[src/hw/rtl/sem_pkg.sv]
// Shared types and constants of the Sobel edge magnitude core.
`default_nettype none
package sem_pkg;
    localparam int MAX_WIDTH    = 1024;
    localparam int MAX_HEIGHT   = 4096;
    localparam int LINE_AW      = $clog2(MAX_WIDTH);
    localparam int ROW_W        = $clog2(MAX_HEIGHT);
    localparam int CFG_WIDTH_W  = 11;
    localparam int CFG_HEIGHT_W = 13;
    localparam int TAIL_W       = 11;
    localparam int PIX_W        = 8;
    localparam int CFG_IDX_W    = 2;
    localparam int QUEUE_DEPTH  = 4;
    localparam int QUEUE_AW     = $clog2(QUEUE_DEPTH);
    localparam int GRAY_MUL     = 683;
    localparam int GRAY_SHIFT   = 11;

    localparam logic [CFG_IDX_W-1:0]    CFG_FRAME_WIDTH  = 2'd0;
    localparam logic [CFG_IDX_W-1:0]    CFG_FRAME_HEIGHT = 2'd1;
    localparam logic [CFG_WIDTH_W-1:0]  WIDTH_RESET      = 11'd640;
    localparam logic [CFG_HEIGHT_W-1:0] HEIGHT_RESET     = 13'd480;

    typedef enum logic [0:0] {
        OP_PIXEL = 1'b0,
        OP_DRAIN = 1'b1
    } t_op;

    typedef struct packed {
        t_op              operation;
        logic [PIX_W-1:0] red;
        logic [PIX_W-1:0] green;
        logic [PIX_W-1:0] blue;
    } t_in;

    typedef struct packed {
        logic [PIX_W-1:0] edge_value;
        logic             last_of_frame;
    } t_out;

    typedef struct packed {
        logic [CFG_WIDTH_W-1:0]  width;
        logic [CFG_HEIGHT_W-1:0] height;
    } t_geom;

    // one queued job for the back end
    typedef struct packed {
        logic             shift;
        logic             emit;
        logic             interior;
        logic             last;
        logic [PIX_W-1:0] top;
        logic [PIX_W-1:0] mid;
        logic [PIX_W-1:0] bot;
    } t_entry;
endpackage
`default_nettype wire

[src/hw/rtl/sem_fifo.sv]
// Short job queue between front and back end.
`default_nettype none
module sem_fifo (
    input  wire logic            i_clk,
    input  wire logic            i_rst_n,
    input  wire logic            i_push,
    input  wire sem_pkg::t_entry i_push_data,
    input  wire logic            i_pop,
    output sem_pkg::t_entry      o_head,
    output logic                 o_full,
    output logic                 o_empty
);
    sem_pkg::t_entry                r_slot [sem_pkg::QUEUE_DEPTH];
    logic [sem_pkg::QUEUE_AW-1:0]   r_wptr, r_rptr;
    logic [sem_pkg::QUEUE_AW:0]     r_count;

    assign o_full  = (r_count == (sem_pkg::QUEUE_AW+1)'(sem_pkg::QUEUE_DEPTH));
    assign o_empty = (r_count == '0);
    assign o_head  = r_slot[r_rptr];

    always_ff @(posedge i_clk) begin
        if (i_push) begin
            r_slot[r_wptr] <= i_push_data;
        end
    end

    always_ff @(posedge i_clk) begin
        if (!i_rst_n) begin
            r_wptr  <= '0;
            r_rptr  <= '0;
            r_count <= '0;
        end else begin
            if (i_push) begin
                r_wptr <= r_wptr + 1'b1;
            end
            if (i_pop) begin
                r_rptr <= r_rptr + 1'b1;
            end
            if (i_push && !i_pop) begin
                r_count <= r_count + 1'b1;
            end else if (i_pop && !i_push) begin
                r_count <= r_count - 1'b1;
            end
        end
    end
endmodule
`default_nettype wire

[config.mk]
export PLATFORM = sky130hd
export DESIGN_NAME = sem_fifo
export DESIGN_NICKNAME = d
export VERILOG_FILES = /design/src/hw/rtl/sem_pkg.sv /design/src/hw/rtl/sem_fifo.sv
export SDC_FILE = /design/constraint.sdc
export NUM_CORES = 1
export LEC_CHECK = 0
export BUFFER_PORTS_ARGS = -buffer_cell sky130_fd_sc_hd__clkbuf_2
export CAP_MARGIN = 20
export CORE_MARGIN = 10
export CORE_UTILIZATION = 55
export CTS_CLUSTER_SIZE = 10
export DETAILED_ROUTE_END_ITERATION = 6
export PLACE_DENSITY = 0.77
export SYNTH_ARGS = -nofsm -noshare
export SYNTH_HDL_FRONTEND = slang
export SYNTH_SLANG_ARGS = --single-unit
[constraint.sdc]
create_clock -name i_clk -period 4.4 [get_ports i_clk]
set_input_delay 0.88 -clock i_clk [delete_from_list [all_inputs] [get_ports i_clk]]
set_output_delay 0.88 -clock i_clk [all_outputs]
set_load 0.01 [all_outputs]
==> results.json, run 1 <==
{
  "fin_skew_ps": 7.14,
  "htree_levels": 4,
  "holdWs_ps": 517,
  "path_clk_slew_ps": 60,
  "clk_latency_ps": 500,
  "cp-end-kind": "primary output",
  "die_x_um": 111,
  "power_mw": 2.93,
  "crit_fanout": 28,
  "drt_first_pass_iters": 4,
  "reg2reg_to": "r_slot[2][21]$_DFFE_PP_",
  "synth_compound_area_share_pct": 0.276,
  "reg2reg_depth": 3,
  "synth_fa_ha_area_share_pct": 1.82,
  "yosys.area_share.simple_pct": 2.01,
  "n_antenna_cell": 0,
  "grt.busiest_layer": "met2",
  "final_area_mm2": 0.00551,
  "numCtsBuffers": 17,
  "pre_cts_slack_ps": 1690,
  "io_pins": 62,
  "hpwl_um": 4600,
  "areaGrowthSynthToFinish_pct": 21.5,
  "powerDensity_mw_per_mm2": 532,
  "syn_nets": 227,
  "period_needed_ps": 3180,
  "path_class": "flip-flop to primary output",
  "grt.total_usage_pct": 13.6,
  "rsz0062_at_grt": "no",
  "timing.fmax_ghz": 0.314,
  "fin_util_pct": 67.7,
  "synthMuxAreaShare_pct": 15.0,
  "use_met2_pct": 21.0,
  "slowest_delay_ps": 970,
  "fin_tns_setup_ps": 0,
  "synthTopCellsByArea": "edfxtp_1 (74%), mux4_2 (9.9%), mux4_1 (4.6%)",
  "dpl-instance-area_mm2": 0.00492,
  "clock-root-buffer": "clkbuf_8",
  "drv_cap": 0,
  "synthDominantCellAreaShare_pct": 74.2,
  "drtAntennaViolNets": 0,
  "dieArea_mm2": 0.0123,
  "drc": 0,
  "routedWlPerCell_um": 20.4,
  "hold_start": "r_count[2]$_SDFFE_PN0P_",
  "core-area_mm2": 0.00813,
  "synth_area_per_cell_um2": 24.0,
  "placedCellCount": 350,
  "outcome": "completed",
  "nFillCells": 517,
  "peakVddDrop_mv": 0.367,
  "cts_resized": 0,
  "initial_utilization_pct": 55.8,
  "yosysWarningCount": 0,
  "max_slew_margin_pct": 34.4,
  "leakage_nw": 1.95,
  "synth_top_family_by_area": "multiplexers",
  "wirelength_um": 7810,
  "critical_path_arrival_ps": 2300,
  "globalplace.congestion": 0.685,
  "via_count": 2121,
  "ys_seq_area_share_pct": 78.1,
  "avgViaCountPerCell": 5.55,
  "finalSetupViolCount": 0,
  "grt_pass1_wl_um": 12800,
  "instances_no_fill": 382,
  "tightest_slew_ps": 983,
  "syn_inst": 189,
  "slew_violations": 0,
  "ys_types": 21,
  "hold_end": "r_count[2]$_SDFFE_PN0P_",
  "grt.met3_usage_pct": 7.09,
  "setup_ws_ps": 1220,
  "met1_usage_pct": 15.9,
  "yosys.area_share.xor_xnor_pct": 0.966,
  "clock_path_buffers": 2,
  "min_path_type": "flip-flop to flip-flop",
  "layout.nets": 302,
  "drive_above_1_share_pct": 42.2,
  "drtIter0Drc": 114,
  "required_ps": 3520,
  "reg2reg_from": "r_wptr[0]$_SDFFE_PN0P_",
  "rows": 33,
  "startpoint_type": "flip-flop",
  "die_y_um": 111,
  "grt_pass1_vias": 2338,
  "cts_tree": "yes",
  "finalHoldViolCount": 0,
  "ctsHoldBuffers": 0,
  "crit_chain": "mux4_1 -> clkbuf_2",
  "slowest_stage": "dfxtp_2",
  "grt-ovfl-total": 0,
  "synth_seq_cells": 121,
  "syn_area_mm2": 0.00454,
  "grt_max_degree": 29,
  "whs_path_depth": 2,
  "clock_sinks": 121,
  "grt_antenna_before_repair": 0,
  "cts_setup_buffers": 0,
  "min_period_over_period_pct": 72.3,
  "r2r_setup_slack_ps": 2780,
  "synth_area_leader_cell": "edfxtp_1",
  "port_buffers": 61
}
==> sequential cells by signal, indices dropped and copies added, names as in the netlist, named ones only <==
signal	count
r_slot	112
r_count	3
r_rptr	2
r_wptr	2
==> cells by family (layout without fill, tap and decap cells) <==
| logic type | after synthesis | count (layout) |
|---|---|---|
| flip-flops | 121 | 121 |
| AND/OR/NAND/NOR | 15 | 15 |
| multiplexers | 30 | 30 |
| adder cells (fa/ha/maj) | 6 | 6 |
| XOR/XNOR | 5 | 5 |
| buffers and inverters | 10 | 98 |
| AO/OA/AOI/OAI | 2 | 2 |
==> worst max-delay path by stage <==
stage          startpoint                 endpoint  slack (ps)  cells after the start
3_5_place_dp    flip-flop               o_head[21]        1690                      2
2_1_floorplan       i_pop  r_count[2]$_SDFFE_PN0P_        2240                      7
3_3_place_gp    flip-flop               o_head[21]        1710                      2
4_1_cts         flip-flop               o_head[23]        1150                      2
5_1_grt         flip-flop               o_head[23]        1020                      2
6_report        flip-flop               o_head[21]        1220                      2
==> routing by layer <==
| metal | wire, µm | up-vias |
|---|---|---|
| li1 | - | 943 |
| met1 | 3280 | 1102 |
| met2 | 3920 | 71 |
| met3 | 550 | 5 |
| met4 | 53 | 0 |
| met5 | 0 | - |
==> final cells by class <==
| cell class | count | area [µm²] | share of cell area, % |
|---|---|---|---|
| multi-input cells | 58 | 916 | 16.6 |
| repair buffers | 62 | 313 | 5.68 |
| inverters | 4 | 15.0 | 0.273 |
| flip-flops and latches | 121 | 3540 | 64.3 |
| clock buffers | 17 | 414 | 7.52 |
| well taps | 105 | 131 | 2.38 |
| clock inverters | 15 | 175 | 3.18 |
==> power by group <==
part / internal [mW] / switching (mW)
combinational: 0.113 / 0.110
clock: 0.860 / 0.485
sequential: 1.32 / 0.0398
==> cells in the final DEF, fill, tap and decap left out, drive strengths merged <==
| master | n |
|---|---|
| nor3 | 1 |
| xnor2 | 2 |
| dfxtp | 9 |
| edfxtp | 112 |
| buf | 1 |
| nor3b | 1 |
| xor2 | 3 |
| fa | 1 |
| mux4 | 28 |
| or3 | 1 |
| and2 | 9 |
| inv | 6 |
| mux2i | 2 |
| o21ai | 1 |
| ha | 5 |
| nor2b | 2 |
| clkbuf | 78 |
| nand2 | 1 |
| clkinv | 5 |
| clkinvlp | 5 |
| a21boi | 1 |
| bufinv | 3 |
==> cells in the mapped netlist <==
cell / instances
nor2b_1: 2
and2_1: 9
xor2_1: 3
dfxtp_1: 9
mux2i_1: 2
o21ai_0: 1
nor3b_1: 1
or3_1: 1
edfxtp_1: 112
buf_6: 1
nor3_1: 1
fa_1: 1
xnor2_1: 2
buf_2: 3
mux4_1: 8
nand2_1: 1
a21boi_0: 1
ha_1: 5
buf_12: 2
mux4_2: 20
inv_1: 4
==> critical path: cells and delay by family (launching register included) <==
family | cells | cell delay [ps]
flip-flops | 1 | 970
multiplexers | 1 | 660
buffers and inverters | 1 | 150
Note: power is estimated with default switching activity, not from simulation.
==> run 2: changes to the inputs <==
Settings changed: ABC_AREA set to 1.
Clock period 4.4 ns to 2.99 ns, I/O delays scaled along.
==> run 2 against run 1 <==
Against the previous run: utilization up 0.62 points; worst hold slack worse by 210 ps; critical path depth grew 3; register-to-register slack worse by 1500 ps; clock power up 51%; wire length rose by 23%; worst setup slack worse by 1000 ps; critical endpoint is now o_head[16]; largest power group is now the clock network.
==> results.json, run 2 <==
{
  "outcome": "completed",
  "grt_antenna_before_repair": 0,
  "fin_util_pct": 68.4,
  "tightest_slew_ps": 874,
  "n_antenna_cell": 0,
  "ys.flop_type": "edfxtp_1",
  "required_ps": 2390,
  "max_slew_margin_pct": 41.3,
  "crit_fanout": 49,
  "initial_utilization_pct": 56.2,
  "reg2reg_depth": 5,
  "hold_end": "r_slot[2][6]$_DFFE_PP_",
  "reg2reg_from": "r_wptr[0]$_SDFFE_PN0P_",
  "syn_nets": 367,
  "route.met2.wl_um": 5150,
  "startpoint_type": "flip-flop",
  "synth-async-reset-ratio_pct": 0,
  "avgViaCountPerCell": 5.53,
  "period_needed_ps": 2770,
  "crit_chain": "inv_2 -> buf_4 -> o21ai_0 -> o22ai_1 -> clkbuf_2",
  "cts_tree": "yes",
  "finalSetupViolCount": 0,
  "cp-end-kind": "primary output",
  "leakage_nw": 2.08,
  "ys_types": 20,
  "globalplace.congestion": 0.726,
  "drv_cap": 0,
  "routedWlPerCell_um": 18.6,
  "areaGrowthSynthToFinish_pct": 21.6,
  "slowest_stage": "inv_2",
  "port_buffers": 61,
  "yosysWarningCount": 0,
  "syn_area_mm2": 0.00460,
  "synth-edff-count": 112,
  "clock_path_buffers": 2,
  "cts_setup_buffers": 0,
  "route.met3.wl_um": 621,
  "largestRegisters": "r_slot: 112 flops, r_count: 3 flops",
  "synth_common_cells": "edfxtp_1 (112), nor2_1 (61), o21ai_0 (47)",
  "cp_top_family": "buffers and inverters",
  "grt_pass1_wl_um": 15200,
  "hold_start": "i_push_data[6]",
  "powerDensity_mw_per_mm2": 777,
  "ctsHoldBuffers": 0,
  "topRoutingLayerUsed": "met4",
  "drt-met1-wl_um": 3770,
  "timing.fmax_ghz": 0.361,
  "final_common_cell": "edfxtp_1",
  "fin_tns_setup_ps": 0,
  "min_path_type": "input port to flip-flop",
  "grt_pass1_vias": 3012,
  "layout.nets": 438,
  "whs_path_depth": 1,
  "synth_seq_cells": 121,
  "clock-root-buffer": "clkbuf_8",
  "holdWs_ps": 305,
  "dieArea_mm2": 0.0124,
  "final_area_mm2": 0.00559,
  "grt_max_degree": 57,
  "htree_levels": 4,
  "path_class": "flip-flop to primary output",
  "fin_skew_ps": 11.8,
  "drtIter0Drc": 219,
  "hpwl_um": 5630,
  "slew_violations": 0,
  "cts_resized": 0,
  "numCtsBuffers": 17,
  "finalHoldViolCount": 0,
  "syn_inst": 329,
  "grt-ovfl-total": 0,
  "die_y_um": 111,
  "io_pins": 62,
  "synth_area_leader_cell": "edfxtp_1",
  "min_period_over_period_pct": 92.7,
  "mostFrequentLayoutCells": "edfxtp_1 (112), nor2_1 (61), clkbuf_2 (61), o21ai_0 (47), o22ai_1 (28)",
  "drt_first_pass_iters": 5,
  "clock_sinks": 121,
  "setup_ws_ps": 220,
  "via_count": 2863,
  "rows": 33,
  "yosysMostFrequentCell": "edfxtp_1",
  "drc": 0,
  "synth_area_per_cell_um2": 14.0,
  "core-area_mm2": 0.00818,
  "critical_path_arrival_ps": 2170,
  "reg2reg_to": "r_slot[2][22]$_DFFE_PP_",
  "largest_reg_flops": 112,
  "peakVddDrop_mv": 0.491,
  "drive_above_1_share_pct": 24.2,
  "wirelength_um": 9610,
  "drtAntennaViolNets": 0,
  "path_clk_slew_ps": 60,
  "regMostFlops": "r_slot",
  "ys_seq_area_share_pct": 77.1,
  "grt.total_usage_pct": 15.4,
  "die_x_um": 111,
  "r2r_setup_slack_ps": 1230,
  "critPathBufInv": 3,
  "synthDominantCellAreaShare_pct": 73.2,
  "pre_cts_slack_ps": 795,
  "dpl-instance-area_mm2": 0.00499,
  "clk_latency_ps": 510,
  "slowest_delay_ps": 580,
  "rsz0062_at_grt": "no",
  "synthTopCellsByArea": "edfxtp_1 (73%), o21ai_0 (5.1%), nor2_1 (5.0%)"
}
run 2: cell count changes after synthesis, sizes merged, moves of 7 or more:
cell and change:
nor2 +61, o21ai +61, mux4 -28, o22ai +28
inv +12, and2 -9, nand2 +8, clkbuf +7
run 2: final cells by class:
cell class              instances  area, µm²
clock buffers                  18        418
repair buffers                 69        378
fillers                       555       2590
well taps                     105        131
multi-input cells             174        872
flip-flops and latches        121       3540
clock inverters                14        180
inverters                      17       63.8
run 2: cells by family (layout without fill, tap and decap cells):
logic type	Yosys count	count (layout)	share of synthesized area (%)
AND/OR/NAND/NOR	74	74	6.18
flip-flops	121	121	77.1
adder cells (fa/ha/maj)	6	6	1.80
buffers and inverters	34	118	3.92
AO/OA/AOI/OAI	94	94	11.0
run 2: worst max path at each step:
stage / from / end / slack [ps] / depth (start not counted)
after floorplan: flip-flop / o_head[10] / 1390 / 4
final: flip-flop / o_head[16] / 220 / 5
after global placement: flip-flop / o_head[8] / 850 / 4
after global routing: flip-flop / o_head[16] / 70 / 5
after detailed placement: flip-flop / o_head[17] / 790 / 4
after CTS: flip-flop / o_head[16] / 200 / 5
run 2: metrics by stage:
stage          power, mW  std cells
2_1_floorplan       2.19        329
3_3_place_gp        2.32        486
3_5_place_dp        2.34        486
4_1_cts             4.37        518
5_1_grt             4.48        518
6_report            4.34        518
run 2: power breakdown:
part	total [mW]	switching (mW)	internal (mW)
Sequential	1.96	0.0244	1.93
Combinational	0.349	0.231	0.118
Clock	2.04	0.696	1.34
Total	4.34	0.952	3.39
run 2: metal layers:
metal,vias up,track usage [%]
met5,-,0
met4,0,5.91
met3,9,5.21
met2,100,27.1
met1,1396,16.9
li1,1358,-
