$ cat src/hw/rtl/sem_pkg.sv
// Shared types and constants of the Sobel edge magnitude core.
`default_nettype none
package sem_pkg;
    localparam int MAX_WIDTH    = 1024;
    localparam int MAX_HEIGHT   = 4096;
    localparam int LINE_AW      = $clog2(MAX_WIDTH);
    localparam int ROW_W        = $clog2(MAX_HEIGHT);
    localparam int CFG_WIDTH_W  = 11;
    localparam int CFG_HEIGHT_W = 13;
    localparam int TAIL_W       = 11;
    localparam int PIX_W        = 8;
    localparam int CFG_IDX_W    = 2;
    localparam int QUEUE_DEPTH  = 4;
    localparam int QUEUE_AW     = $clog2(QUEUE_DEPTH);
    localparam int GRAY_MUL     = 683;
    localparam int GRAY_SHIFT   = 11;

    localparam logic [CFG_IDX_W-1:0]    CFG_FRAME_WIDTH  = 2'd0;
    localparam logic [CFG_IDX_W-1:0]    CFG_FRAME_HEIGHT = 2'd1;
    localparam logic [CFG_WIDTH_W-1:0]  WIDTH_RESET      = 11'd640;
    localparam logic [CFG_HEIGHT_W-1:0] HEIGHT_RESET     = 13'd480;

    typedef enum logic [0:0] {
        OP_PIXEL = 1'b0,
        OP_DRAIN = 1'b1
    } t_op;

    typedef struct packed {
        t_op              operation;
        logic [PIX_W-1:0] red;
        logic [PIX_W-1:0] green;
        logic [PIX_W-1:0] blue;
    } t_in;

    typedef struct packed {
        logic [PIX_W-1:0] edge_value;
        logic             last_of_frame;
    } t_out;

    typedef struct packed {
        logic [CFG_WIDTH_W-1:0]  width;
        logic [CFG_HEIGHT_W-1:0] height;
    } t_geom;

    // one queued job for the back end
    typedef struct packed {
        logic             shift;
        logic             emit;
        logic             interior;
        logic             last;
        logic [PIX_W-1:0] top;
        logic [PIX_W-1:0] mid;
        logic [PIX_W-1:0] bot;
    } t_entry;
endpackage
`default_nettype wire

$ cat src/hw/rtl/sem_back.sv
// Back end: 3x3 window, Sobel gradients, iterative root and output register.
`default_nettype none
module sem_back (
    input  wire logic            i_clk,
    input  wire logic            i_rst_n,
    input  wire sem_pkg::t_entry i_head,
    input  wire logic            i_empty,
    output logic                 o_pop,
    output logic                 o_out_valid,
    input  wire logic            i_out_ready,
    output sem_pkg::t_out        o_out_data
);
    typedef enum logic [4:0] {
        B_IDLE = 5'b00001,
        B_GRAD = 5'b00010,
        B_SQ   = 5'b00100,
        B_ROOT = 5'b01000,
        B_OUT  = 5'b10000
    } t_bstate;

    localparam int G_W   = sem_pkg::PIX_W + 3;
    localparam int A_W   = sem_pkg::PIX_W + 2;
    localparam int S_W   = 2*A_W + 1;
    localparam int BIT_W = $clog2(sem_pkg::PIX_W);

    t_bstate                          r_state;
    logic [2:0][2:0][sem_pkg::PIX_W-1:0] r_win;
    logic [A_W-1:0]                   r_ax, r_ay;
    logic [S_W-1:0]                   r_sum;
    logic [sem_pkg::PIX_W-1:0]        r_root, r_res;
    logic [BIT_W-1:0]                 r_bit;
    logic                             r_last;

    logic signed [G_W-1:0]            gx, gy;
    logic [sem_pkg::PIX_W-1:0]        trial;
    logic [2*sem_pkg::PIX_W-1:0]      trial_sq;
    logic                             out_load;

    function automatic logic signed [G_W-1:0] wt(input logic [sem_pkg::PIX_W-1:0] a,
                                                 input logic [sem_pkg::PIX_W-1:0] b,
                                                 input logic [sem_pkg::PIX_W-1:0] c);
        wt = $signed(G_W'(a)) + $signed(G_W'({b, 1'b0})) + $signed(G_W'(c));
    endfunction

    assign gx = wt(r_win[0][2], r_win[1][2], r_win[2][2])
              - wt(r_win[0][0], r_win[1][0], r_win[2][0]);
    assign gy = wt(r_win[2][0], r_win[2][1], r_win[2][2])
              - wt(r_win[0][0], r_win[0][1], r_win[0][2]);

    assign trial    = r_root | (sem_pkg::PIX_W'(1) << r_bit);
    assign trial_sq = (2*sem_pkg::PIX_W)'(trial) * (2*sem_pkg::PIX_W)'(trial);

    assign o_pop    = (r_state == B_IDLE) && !i_empty;
    assign out_load = (r_state == B_OUT) && (!o_out_valid || i_out_ready);

    always_ff @(posedge i_clk) begin
        if (!i_rst_n) begin
            r_win <= '0;
        end else if (o_pop && i_head.shift) begin
            for (int r = 0; r < 3; r++) begin
                r_win[r][0] <= r_win[r][1];
                r_win[r][1] <= r_win[r][2];
            end
            r_win[0][2] <= i_head.top;
            r_win[1][2] <= i_head.mid;
            r_win[2][2] <= i_head.bot;
        end
        if (o_pop) begin
            r_last <= i_head.last;
            r_res  <= '0;
        end
        if (r_state == B_GRAD) begin
            r_ax <= A_W'(gx[G_W-1] ? -gx : gx);
            r_ay <= A_W'(gy[G_W-1] ? -gy : gy);
        end
        if (r_state == B_SQ) begin
            r_sum  <= S_W'(r_ax) * S_W'(r_ax) + S_W'(r_ay) * S_W'(r_ay);
            r_root <= '0;
            r_bit  <= BIT_W'(sem_pkg::PIX_W - 1);
        end
        if (r_state == B_ROOT) begin
            if (S_W'(trial_sq) <= r_sum) begin
                r_root <= trial;
            end
            r_bit <= r_bit - 1'b1;
            // magnitude of 256 or more saturates
            if (r_bit == '0) begin
                if (r_sum >= S_W'(1 << (2*sem_pkg::PIX_W))) begin
                    r_res <= '0;
                end else if (S_W'(trial_sq) <= r_sum) begin
                    r_res <= ~trial;
                end else begin
                    r_res <= ~r_root;
                end
            end
        end
        if (out_load) begin
            o_out_data.edge_value    <= r_res;
            o_out_data.last_of_frame <= r_last;
        end
    end

    always_ff @(posedge i_clk) begin
        if (!i_rst_n) begin
            r_state     <= B_IDLE;
            o_out_valid <= 1'b0;
        end else begin
            if (out_load) begin
                o_out_valid <= 1'b1;
            end else if (i_out_ready) begin
                o_out_valid <= 1'b0;
            end
            case (r_state)
                B_IDLE: begin
                    if (o_pop && i_head.emit) begin
                        r_state <= i_head.interior ? B_GRAD : B_OUT;
                    end
                end
                B_GRAD: r_state <= B_SQ;
                B_SQ:   r_state <= B_ROOT;
                B_ROOT: begin
                    if (r_bit == '0) begin
                        r_state <= B_OUT;
                    end
                end
                B_OUT: begin
                    if (out_load) begin
                        r_state <= B_IDLE;
                    end
                end
                default: r_state <= B_IDLE;
            endcase
        end
    end
endmodule
`default_nettype wire

$ cat config.mk
export PLATFORM = sky130hd
export DESIGN_NAME = sem_back
export DESIGN_NICKNAME = d
export VERILOG_FILES = /design/src/hw/rtl/sem_pkg.sv /design/src/hw/rtl/sem_back.sv
export SDC_FILE = /design/constraint.sdc
export NUM_CORES = 1
export LEC_CHECK = 0
export BUFFER_PORTS_ARGS = -buffer_cell sky130_fd_sc_hd__buf_4
export CORE_MARGIN = 5
export CORE_UTILIZATION = 58
export CTS_CLUSTER_SIZE = 12
export DETAILED_ROUTE_END_ITERATION = 7
export PLACE_DENSITY = 0.82
export SYNTH_ARGS = -nofsm -noshare
export SYNTH_HDL_FRONTEND = slang
export SYNTH_SLANG_ARGS = --single-unit
export TNS_END_PERCENT = 20
$ cat constraint.sdc
create_clock -name i_clk -period 5.48 [get_ports i_clk]
set_input_delay 0.548 -clock i_clk [delete_from_list [all_inputs] [get_ports i_clk]]
set_output_delay 0.548 -clock i_clk [all_outputs]
set_load 0.02 [all_outputs]
==> results of run 1 <==
[metrics by stage]
step / setup slack (ns) / hold WS [ns] / instance area, sq um
2_1_floorplan: -0.3362 / 0.4003 / 15760
3_5_place_dp: -0.6151 / 0.4062 / 17520
3_3_place_gp: -0.4786 / 0.4014 / 17520
5_1_grt: -0.9063 / 0.2835 / 18780
4_1_cts: -0.4076 / 0.2842 / 18540
6_report: -0.6582 / 0.2867 / 18780
[final cells by class]
cell class	count	area, sq um	area share (%)
Clock inverter	15	171.4	0.9128
Multi-Input combinational cell	1133	11220	59.74
Sequential cell	148	3503	18.66
Timing Repair Buffer	242	1854	9.875
Inverter	316	1186	6.317
Clock buffer	17	425.4	2.265
Tap cell	335	419.2	2.232
[flip-flops by register name (all words and copies together) (netlist names)]
register	count
o_out_data	9
o_out_valid	1
r_ax	10
r_ay	10
r_bit	3
r_last	1
r_res	8
r_root	8
r_state	5
r_sum	21
r_win	72
[path summary, 6_finish.rpt]
kind	cells after the start	to	from	slack, ns
max	27	r_root[5]	r_bit[0]	-0.66
min	1	r_last	i_head[24]	0.29
max reg2reg	27	r_root[5]	r_bit[0]	-0.66
min reg2reg	0	o_out_data[0]	r_last	0.42
[synth_stat cells (3+ instances only)]
library cell / number
sky130_fd_sc_hd__nand2_1: 231
sky130_fd_sc_hd__or2_2: 6
sky130_fd_sc_hd__a2111oi_0: 3
sky130_fd_sc_hd__ha_1: 163
sky130_fd_sc_hd__nor2_1: 67
sky130_fd_sc_hd__nand3_1: 15
sky130_fd_sc_hd__fa_1: 216
sky130_fd_sc_hd__a21oi_1: 109
sky130_fd_sc_hd__nand4_1: 3
sky130_fd_sc_hd__nor3_1: 15
sky130_fd_sc_hd__a21o_1: 21
sky130_fd_sc_hd__buf_2: 11
sky130_fd_sc_hd__o21ai_2: 9
sky130_fd_sc_hd__nand2b_1: 5
sky130_fd_sc_hd__clkbuf_1: 34
sky130_fd_sc_hd__a21oi_2: 4
sky130_fd_sc_hd__and2_1: 49
sky130_fd_sc_hd__o41ai_1: 4
sky130_fd_sc_hd__and4_1: 3
sky130_fd_sc_hd__and3_1: 8
sky130_fd_sc_hd__o21ai_1: 7
sky130_fd_sc_hd__a31oi_1: 4
sky130_fd_sc_hd__o21a_1: 15
sky130_fd_sc_hd__or4_1: 4
sky130_fd_sc_hd__nand3b_1: 3
sky130_fd_sc_hd__edfxtp_1: 54
sky130_fd_sc_hd__xnor2_1: 39
sky130_fd_sc_hd__o311ai_1: 4
sky130_fd_sc_hd__dfxtp_1: 94
sky130_fd_sc_hd__inv_1: 316
sky130_fd_sc_hd__o21ai_0: 24
sky130_fd_sc_hd__or3_1: 4
sky130_fd_sc_hd__o21bai_1: 6
sky130_fd_sc_hd__xor2_1: 24
sky130_fd_sc_hd__nor2b_1: 15
sky130_fd_sc_hd__o211ai_1: 5
sky130_fd_sc_hd__a211oi_1: 7
sky130_fd_sc_hd__o22a_1: 3
[metal layers]
metal | vias to the layer above | wire, microns | track usage (%)
met5 | - | 0 | 0
met4 | 0 | 1908 | 10.31
met3 | 151 | 1793 | 3.668
met2 | 489 | 21180 | 46.12
met1 | 6127 | 14670 | 28.65
li1 | 5671 | - | -
[logic make-up (layout without fill, tap and decap cells)]
| group | after synthesis | in the layout | share of synthesized area [%] |
|---|---|---|---|
| AO/OA/AOI/OAI | 248 | 248 | 10.31 |
| XOR/XNOR | 63 | 63 | 3.577 |
| adder cells (fa/ha/maj) | 379 | 379 | 41.25 |
| buffers and inverters | 362 | 590 | 8.898 |
| flip-flops | 148 | 148 | 22.71 |
| multiplexers | 3 | 3 | 0.2109 |
| AND/OR/NAND/NOR | 440 | 440 | 13.04 |
[worst max-delay path: cells and delay by family, from the launching register on]
family	cells	cell delay [ns]
muxes	1	0.25
and+or+nand+nor	2	0.19
buffers and inverters	6	0.67
adders and majority gates	7	2.56
xor gates and xnor gates	1	0.16
DFF	1	0.48
AOI/OAI and AO/OA	10	1.73
[placed cells by master, fill, tap and decap left out, types with 14 or more instances in the layout]
cell                        count
sky130_fd_sc_hd__inv_1        298
sky130_fd_sc_hd__buf_4        232
sky130_fd_sc_hd__nand2_1      220
sky130_fd_sc_hd__fa_1         209
sky130_fd_sc_hd__ha_1         143
sky130_fd_sc_hd__a21oi_1       98
sky130_fd_sc_hd__dfxtp_1       94
sky130_fd_sc_hd__nor2_1        64
sky130_fd_sc_hd__edfxtp_1      54
sky130_fd_sc_hd__and2_1        44
sky130_fd_sc_hd__xnor2_1       39
sky130_fd_sc_hd__xor2_1        24
sky130_fd_sc_hd__a21o_1        20
sky130_fd_sc_hd__o21ai_0       19
sky130_fd_sc_hd__inv_2         18
sky130_fd_sc_hd__ha_4          18
sky130_fd_sc_hd__clkbuf_16     17
sky130_fd_sc_hd__nor3_1        15
sky130_fd_sc_hd__o21a_1        15
sky130_fd_sc_hd__nand3_1       14
[repair_timing]
| action | CTS | global route |
|---|---|---|
| gates resized for setup | 53 | 34 |
| pin swaps | 42 | 24 |
| endpoints found under the setup margin | 26 | 26 |
| buffers inserted | 23 | 9 |
==> run summary, run 1 <==
### Global route
• wire length of the first global-routing pass: 61840 microns
• number of antenna violations at the first check in global routing: 0
• pin count of the biggest net entering global routing: 73
• Total Routing Usage GR: 24.85%
• number of global-route vias before repair: 13093
• total overflow reported by the global router: 0

### Yosys
• number of instances in the synthesized netlist: 1643
• count of flip-flops with a built-in enable after synthesis: 54
• biggest area contributors in the synthesized netlist: sky130_fd_sc_hd__fa_1 28%, sky130_fd_sc_hd__ha_1 13%, sky130_fd_sc_hd__dfxtp_1 12%
• top flip-flop cell by instance count after synthesis: sky130_fd_sc_hd__dfxtp_1
• Synthesized Nets: 2054
• #FFs+latches synth: 148
• average cell area after synthesis: 9.389 sq um
• share of async-settable or async-resettable flops after synthesis: 0%
• fraction of post-synthesis cell area in the top cell type by area: 28.03%
• most area-hungry cell type in the Yosys netlist: sky130_fd_sc_hd__fa_1
• sequential share of the synthesized area: 22.71%
• unique cell type count in the Yosys netlist: 67
• Synth Cell Area: 15430 sq um
• YS warnings: 0

### Die
• Site Rows: 59
• die width: 173.1 microns
• core region area: 26130 sq um
• top-level port count: 43
• die area: 29960 sq um
• initial core utilization: 59.03%
• floorplan die height: 173.1 microns

### Timing
• RSZ-0062 raised after global routing: true
• fmax: 162.9 MHz
• worst clock skew on the final layout: 0.01878 ns
• worst slew margin relative to its limit: 38.10%
• total negative slack: -13.14 ns
• final worst path period need: 6.138 ns
• final-report max-slew violation count: 0
• final number of hold-violating endpoints: 0
• post-layout worst setup margin: -0.6582 ns
• Worst Tran Pin Value: 0.9052 ns
• count of endpoints failing setup in the final report: 26
• post-route fraction of the period consumed by the critical path: 112.0%

### Worst setup path
• largest stage delay on the critical path: 0.51 ns
• category of the worst setup path capture point: flip-flop
• Critical Path AT: 6.48 ns
• kind of start point of the critical path: flip-flop
• type of the worst setup path: reg -> reg
• dominant cell type by count on the critical path: sky130_fd_sc_hd__fa_1
• required arrival time at the worst endpoint: 5.82 ns
• critical path fanouts, max: 8
• Worst path slowest cell: sky130_fd_sc_hd__fa_1

### Clock tree
• TritonCTS clock tree: yes
• worst skew pair latency: 0.45 ns
• H-tree level count: 4
• Num CTS Buffers: 17
• hold buffer count at CTS: 0
• clock-pin slew on the worst setup and hold paths: 0.08 ns
• cell chosen for the clock root: sky130_fd_sc_hd__clkbuf_16
• maximum number of buffers from clock root to sink: 2
• TritonCTS sink count: 148

### Cells and area
• number of nets in the final layout: 2269
• Antenna Diode Count: 0
• number of filler instances in the final layout: 1675
• utilization of the core after routing: 71.86%
• fraction of layout instances using a drive strength above 1: 22.13%
• growth of design area from synthesis to finish: 21.73%
• Post-Layout Cell Count: 2206

### Hold path
• min-delay worst type: in -> reg

### Route
• wire length per cell: 17.93 microns
• number of design rule violations left after detail routing: 0
• via count: 12438
• detailed-routing iteration count for the pre-antenna-repair pass: 6
• final antenna-violating net count: 0
• via density per instance: 5.638
• Starting DRT DRC Count: 1087
• Total Wirelength: 39550 microns

### Place
• Port Buffer Count: 42
• final weighted congestion in routability-driven placement: 0.9070
• Post-Place Cells: 2142
• total half-perimeter wirelength after legalization and detailed placement: 26930 microns

### Run status
• outcome: finished, violations left
• failing checks: negative setup slack

### Flow run
• max-cap check violation count: 0

Power of run 1 is not shown: default switching activity piles up to over one toggle a cycle in this logic, so the estimate is an artifact.
==> inputs of run 2 (changes only) <==
Settings changed: TNS_END_PERCENT 20 to 30.
==> run 2 against run 1 <==
Against the previous run: the run still ends with negative setup slack left; design area up 0.33%; die area is the same; sequential share of layout area down 0.061 points; critical path type unchanged; final cell count did not move; register-to-register slack improved by 0.10 ns; non-clock buffer count is the same; hold slack gained 0.0013 ns; routed wire length is 0.26% lower.
==> run summary, run 2 (synthesis results as in run 1) <==
### Timing
• final-layout worst hold slack: 0.2880 ns
• post-route fraction of the period consumed by the critical path: 110.2%
• fmax: 165.6 MHz
• Worst Tran Pin Value: 0.9065 ns
• count of endpoints failing setup in the final report: 26
• final-report max-slew violation count: 0
• final number of hold-violating endpoints: 0
• RSZ-0062 raised after global routing: true
• final worst path period need: 6.038 ns
• worst clock skew on the final layout: 0.01922 ns
• post-layout worst setup margin: -0.5583 ns
• worst slew margin relative to its limit: 39.44%

### Hold path
• Worst Hold Path Cells: 1
• min-delay worst type: in -> reg
• WHS Endpoint: r_last
• Min-Delay Startpoint: i_head[24]

### Clock tree
• Num CTS Buffers: 17
• cell chosen for the clock root: sky130_fd_sc_hd__clkbuf_16
• H-tree level count: 4
• TritonCTS sink count: 148
• worst skew pair latency: 0.45 ns
• clock-pin slew on the worst setup and hold paths: 0.08 ns
• TritonCTS clock tree: yes
• maximum number of buffers from clock root to sink: 2

### Global route
• number of global-route vias before repair: 13063
• number of antenna violations at the first check in global routing: 0
• total overflow reported by the global router: 0
• Total Routing Usage GR: 24.78%
• pin count of the biggest net entering global routing: 73
• wire length of the first global-routing pass: 61730 microns

### Worst setup path
• largest stage delay on the critical path: 0.52 ns
• required arrival time at the worst endpoint: 5.86 ns
• type of the worst setup path: reg -> reg
• category of the worst setup path capture point: flip-flop
• kind of start point of the critical path: flip-flop
• Critical Path AT: 6.42 ns
• crit-path leading delay family: adder cells
• worst r2r dst: r_root[5]
• Critical path buffers and inverters: 6
• reg2reg start: r_bit[0]
• cell count of the worst reg-to-reg path: 25
• critical path fanouts, max: 8
• dominant cell type by count on the critical path: sky130_fd_sc_hd__fa_1
• Worst path slowest cell: sky130_fd_sc_hd__fa_1
• register-to-register setup slack: -0.56 ns

### Cells and area
• Top Registers: r_win x72, r_sum x21
• number of flip-flops in the largest register: 72
• Antenna Diode Count: 0
• fraction of layout instances using a drive strength above 1: 22.39%
• growth of design area from synthesis to finish: 22.13%
• number of filler instances in the final layout: 1675
• most frequent cells in the layout: 298 x sky130_fd_sc_hd__inv_1, 231 x sky130_fd_sc_hd__buf_4, 220 x sky130_fd_sc_hd__nand2_1
• most common library cell in the layout ignoring fill and taps: sky130_fd_sc_hd__inv_1
• number of nets in the final layout: 2269
• register name with the most flops: r_win

### Die
• initial core utilization: 59.03%
• die width: 173.1 microns
• floorplan die height: 173.1 microns
• Site Rows: 59
• core region area: 26130 sq um
• top-level port count: 43
• die area: 29960 sq um

### Place
• total half-perimeter wirelength after legalization and detailed placement: 26930 microns
• Port Buffer Count: 42
• final weighted congestion in routability-driven placement: 0.9070

### Route
• number of design rule violations left after detail routing: 0
• wire length per cell: 17.88 microns
• via density per instance: 5.662
• final antenna-violating net count: 0
• Total Wirelength: 39450 microns
• via count: 12490
• detailed-routing iteration count for the pre-antenna-repair pass: 5
• Starting DRT DRC Count: 1044

### Run status
• outcome: finished, violations left
• failing checks: negative setup slack

### Flow run
• max-cap check violation count: 0

## run 2: stage by stage
| step | instance area [sq um] | instances | setup TNS, ns | utilization [%] | setup slack [ns] |
|---|---|---|---|---|---|
| 2_1_floorplan | 15760 | 1643 | -1.934 | - | -0.3362 |
| 3_3_place_gp | 17520 | 2142 | -8.192 | 67.04 | -0.4786 |
| 3_5_place_dp | 17520 | 2142 | -11.40 | 67.04 | -0.6151 |
| 4_1_cts | 18540 | 2197 | -7.973 | 70.96 | -0.4076 |
| 5_1_grt | 18840 | 2206 | -15.94 | 72.09 | -0.7728 |
| 6_report | 18840 | 2206 | -11.62 | 72.09 | -0.5583 |
## run 2: how the worst max path moves through the flow
stage                     depth (start not counted)     start   endpoint
after floorplan                                  21   r_ay[1]  r_sum[20]
after global placement                           20   r_ay[1]  r_sum[19]
after detailed placement                         20   r_ay[7]  r_sum[20]
after CTS                                        24   r_ay[4]  r_sum[20]
after global routing                             22   r_ax[5]  r_sum[17]
final                                            25  r_bit[0]  r_root[5]
## run 2: timing repair
| action | 4_1_cts | 5_1_grt |
|---|---|---|
| gates resized for setup | 54 | 43 |
| gates cloned | 0 | 0 |
| setup buffers | 23 | 10 |
| pin swaps | 42 | 30 |
| hold buffers | 0 | 0 |
| endpoints found under the setup margin | 26 | 26 |
| hold endpoints to repair | 0 | 0 |
## run 2: worst register-to-register path: cells and delay by family (launching register included)
family | cells | cell delay (ns)
AO/OA/AOI/OAI | 5 | 0.95
XOR/XNOR | 1 | 0.08
adder cells (fa/ha/maj) | 7 | 2.63
buffers and inverters | 6 | 0.59
flip-flops | 1 | 0.46
multiplexers | 1 | 0.16
AND/OR/NAND/NOR | 5 | 1.12
## run 2: area by class of cell
type                       instances  area, sq um  area share (%)
timing repair buffer             242         1858           9.863
tap                              335        419.2           2.225
clock buffer                      17        425.4           2.258
multi-input combinational       1133        11280           59.85
clock inverter                    15        171.4          0.9099
sequential                       148         3503           18.60
inverter                         316         1186           6.296
## run 2: per-layer routing
metal / up-vias / share of wire [%] / global-route usage [%]
li1: 5672 / - / -
met1: 6133 / 37 / 28.60
met2: 511 / 53 / 46.14
met3: 174 / 4.8 / 3.646
met4: 0 / 5.0 / 9.943
met5: - / 0 / 0
Power of run 2 is left out for the same reason.
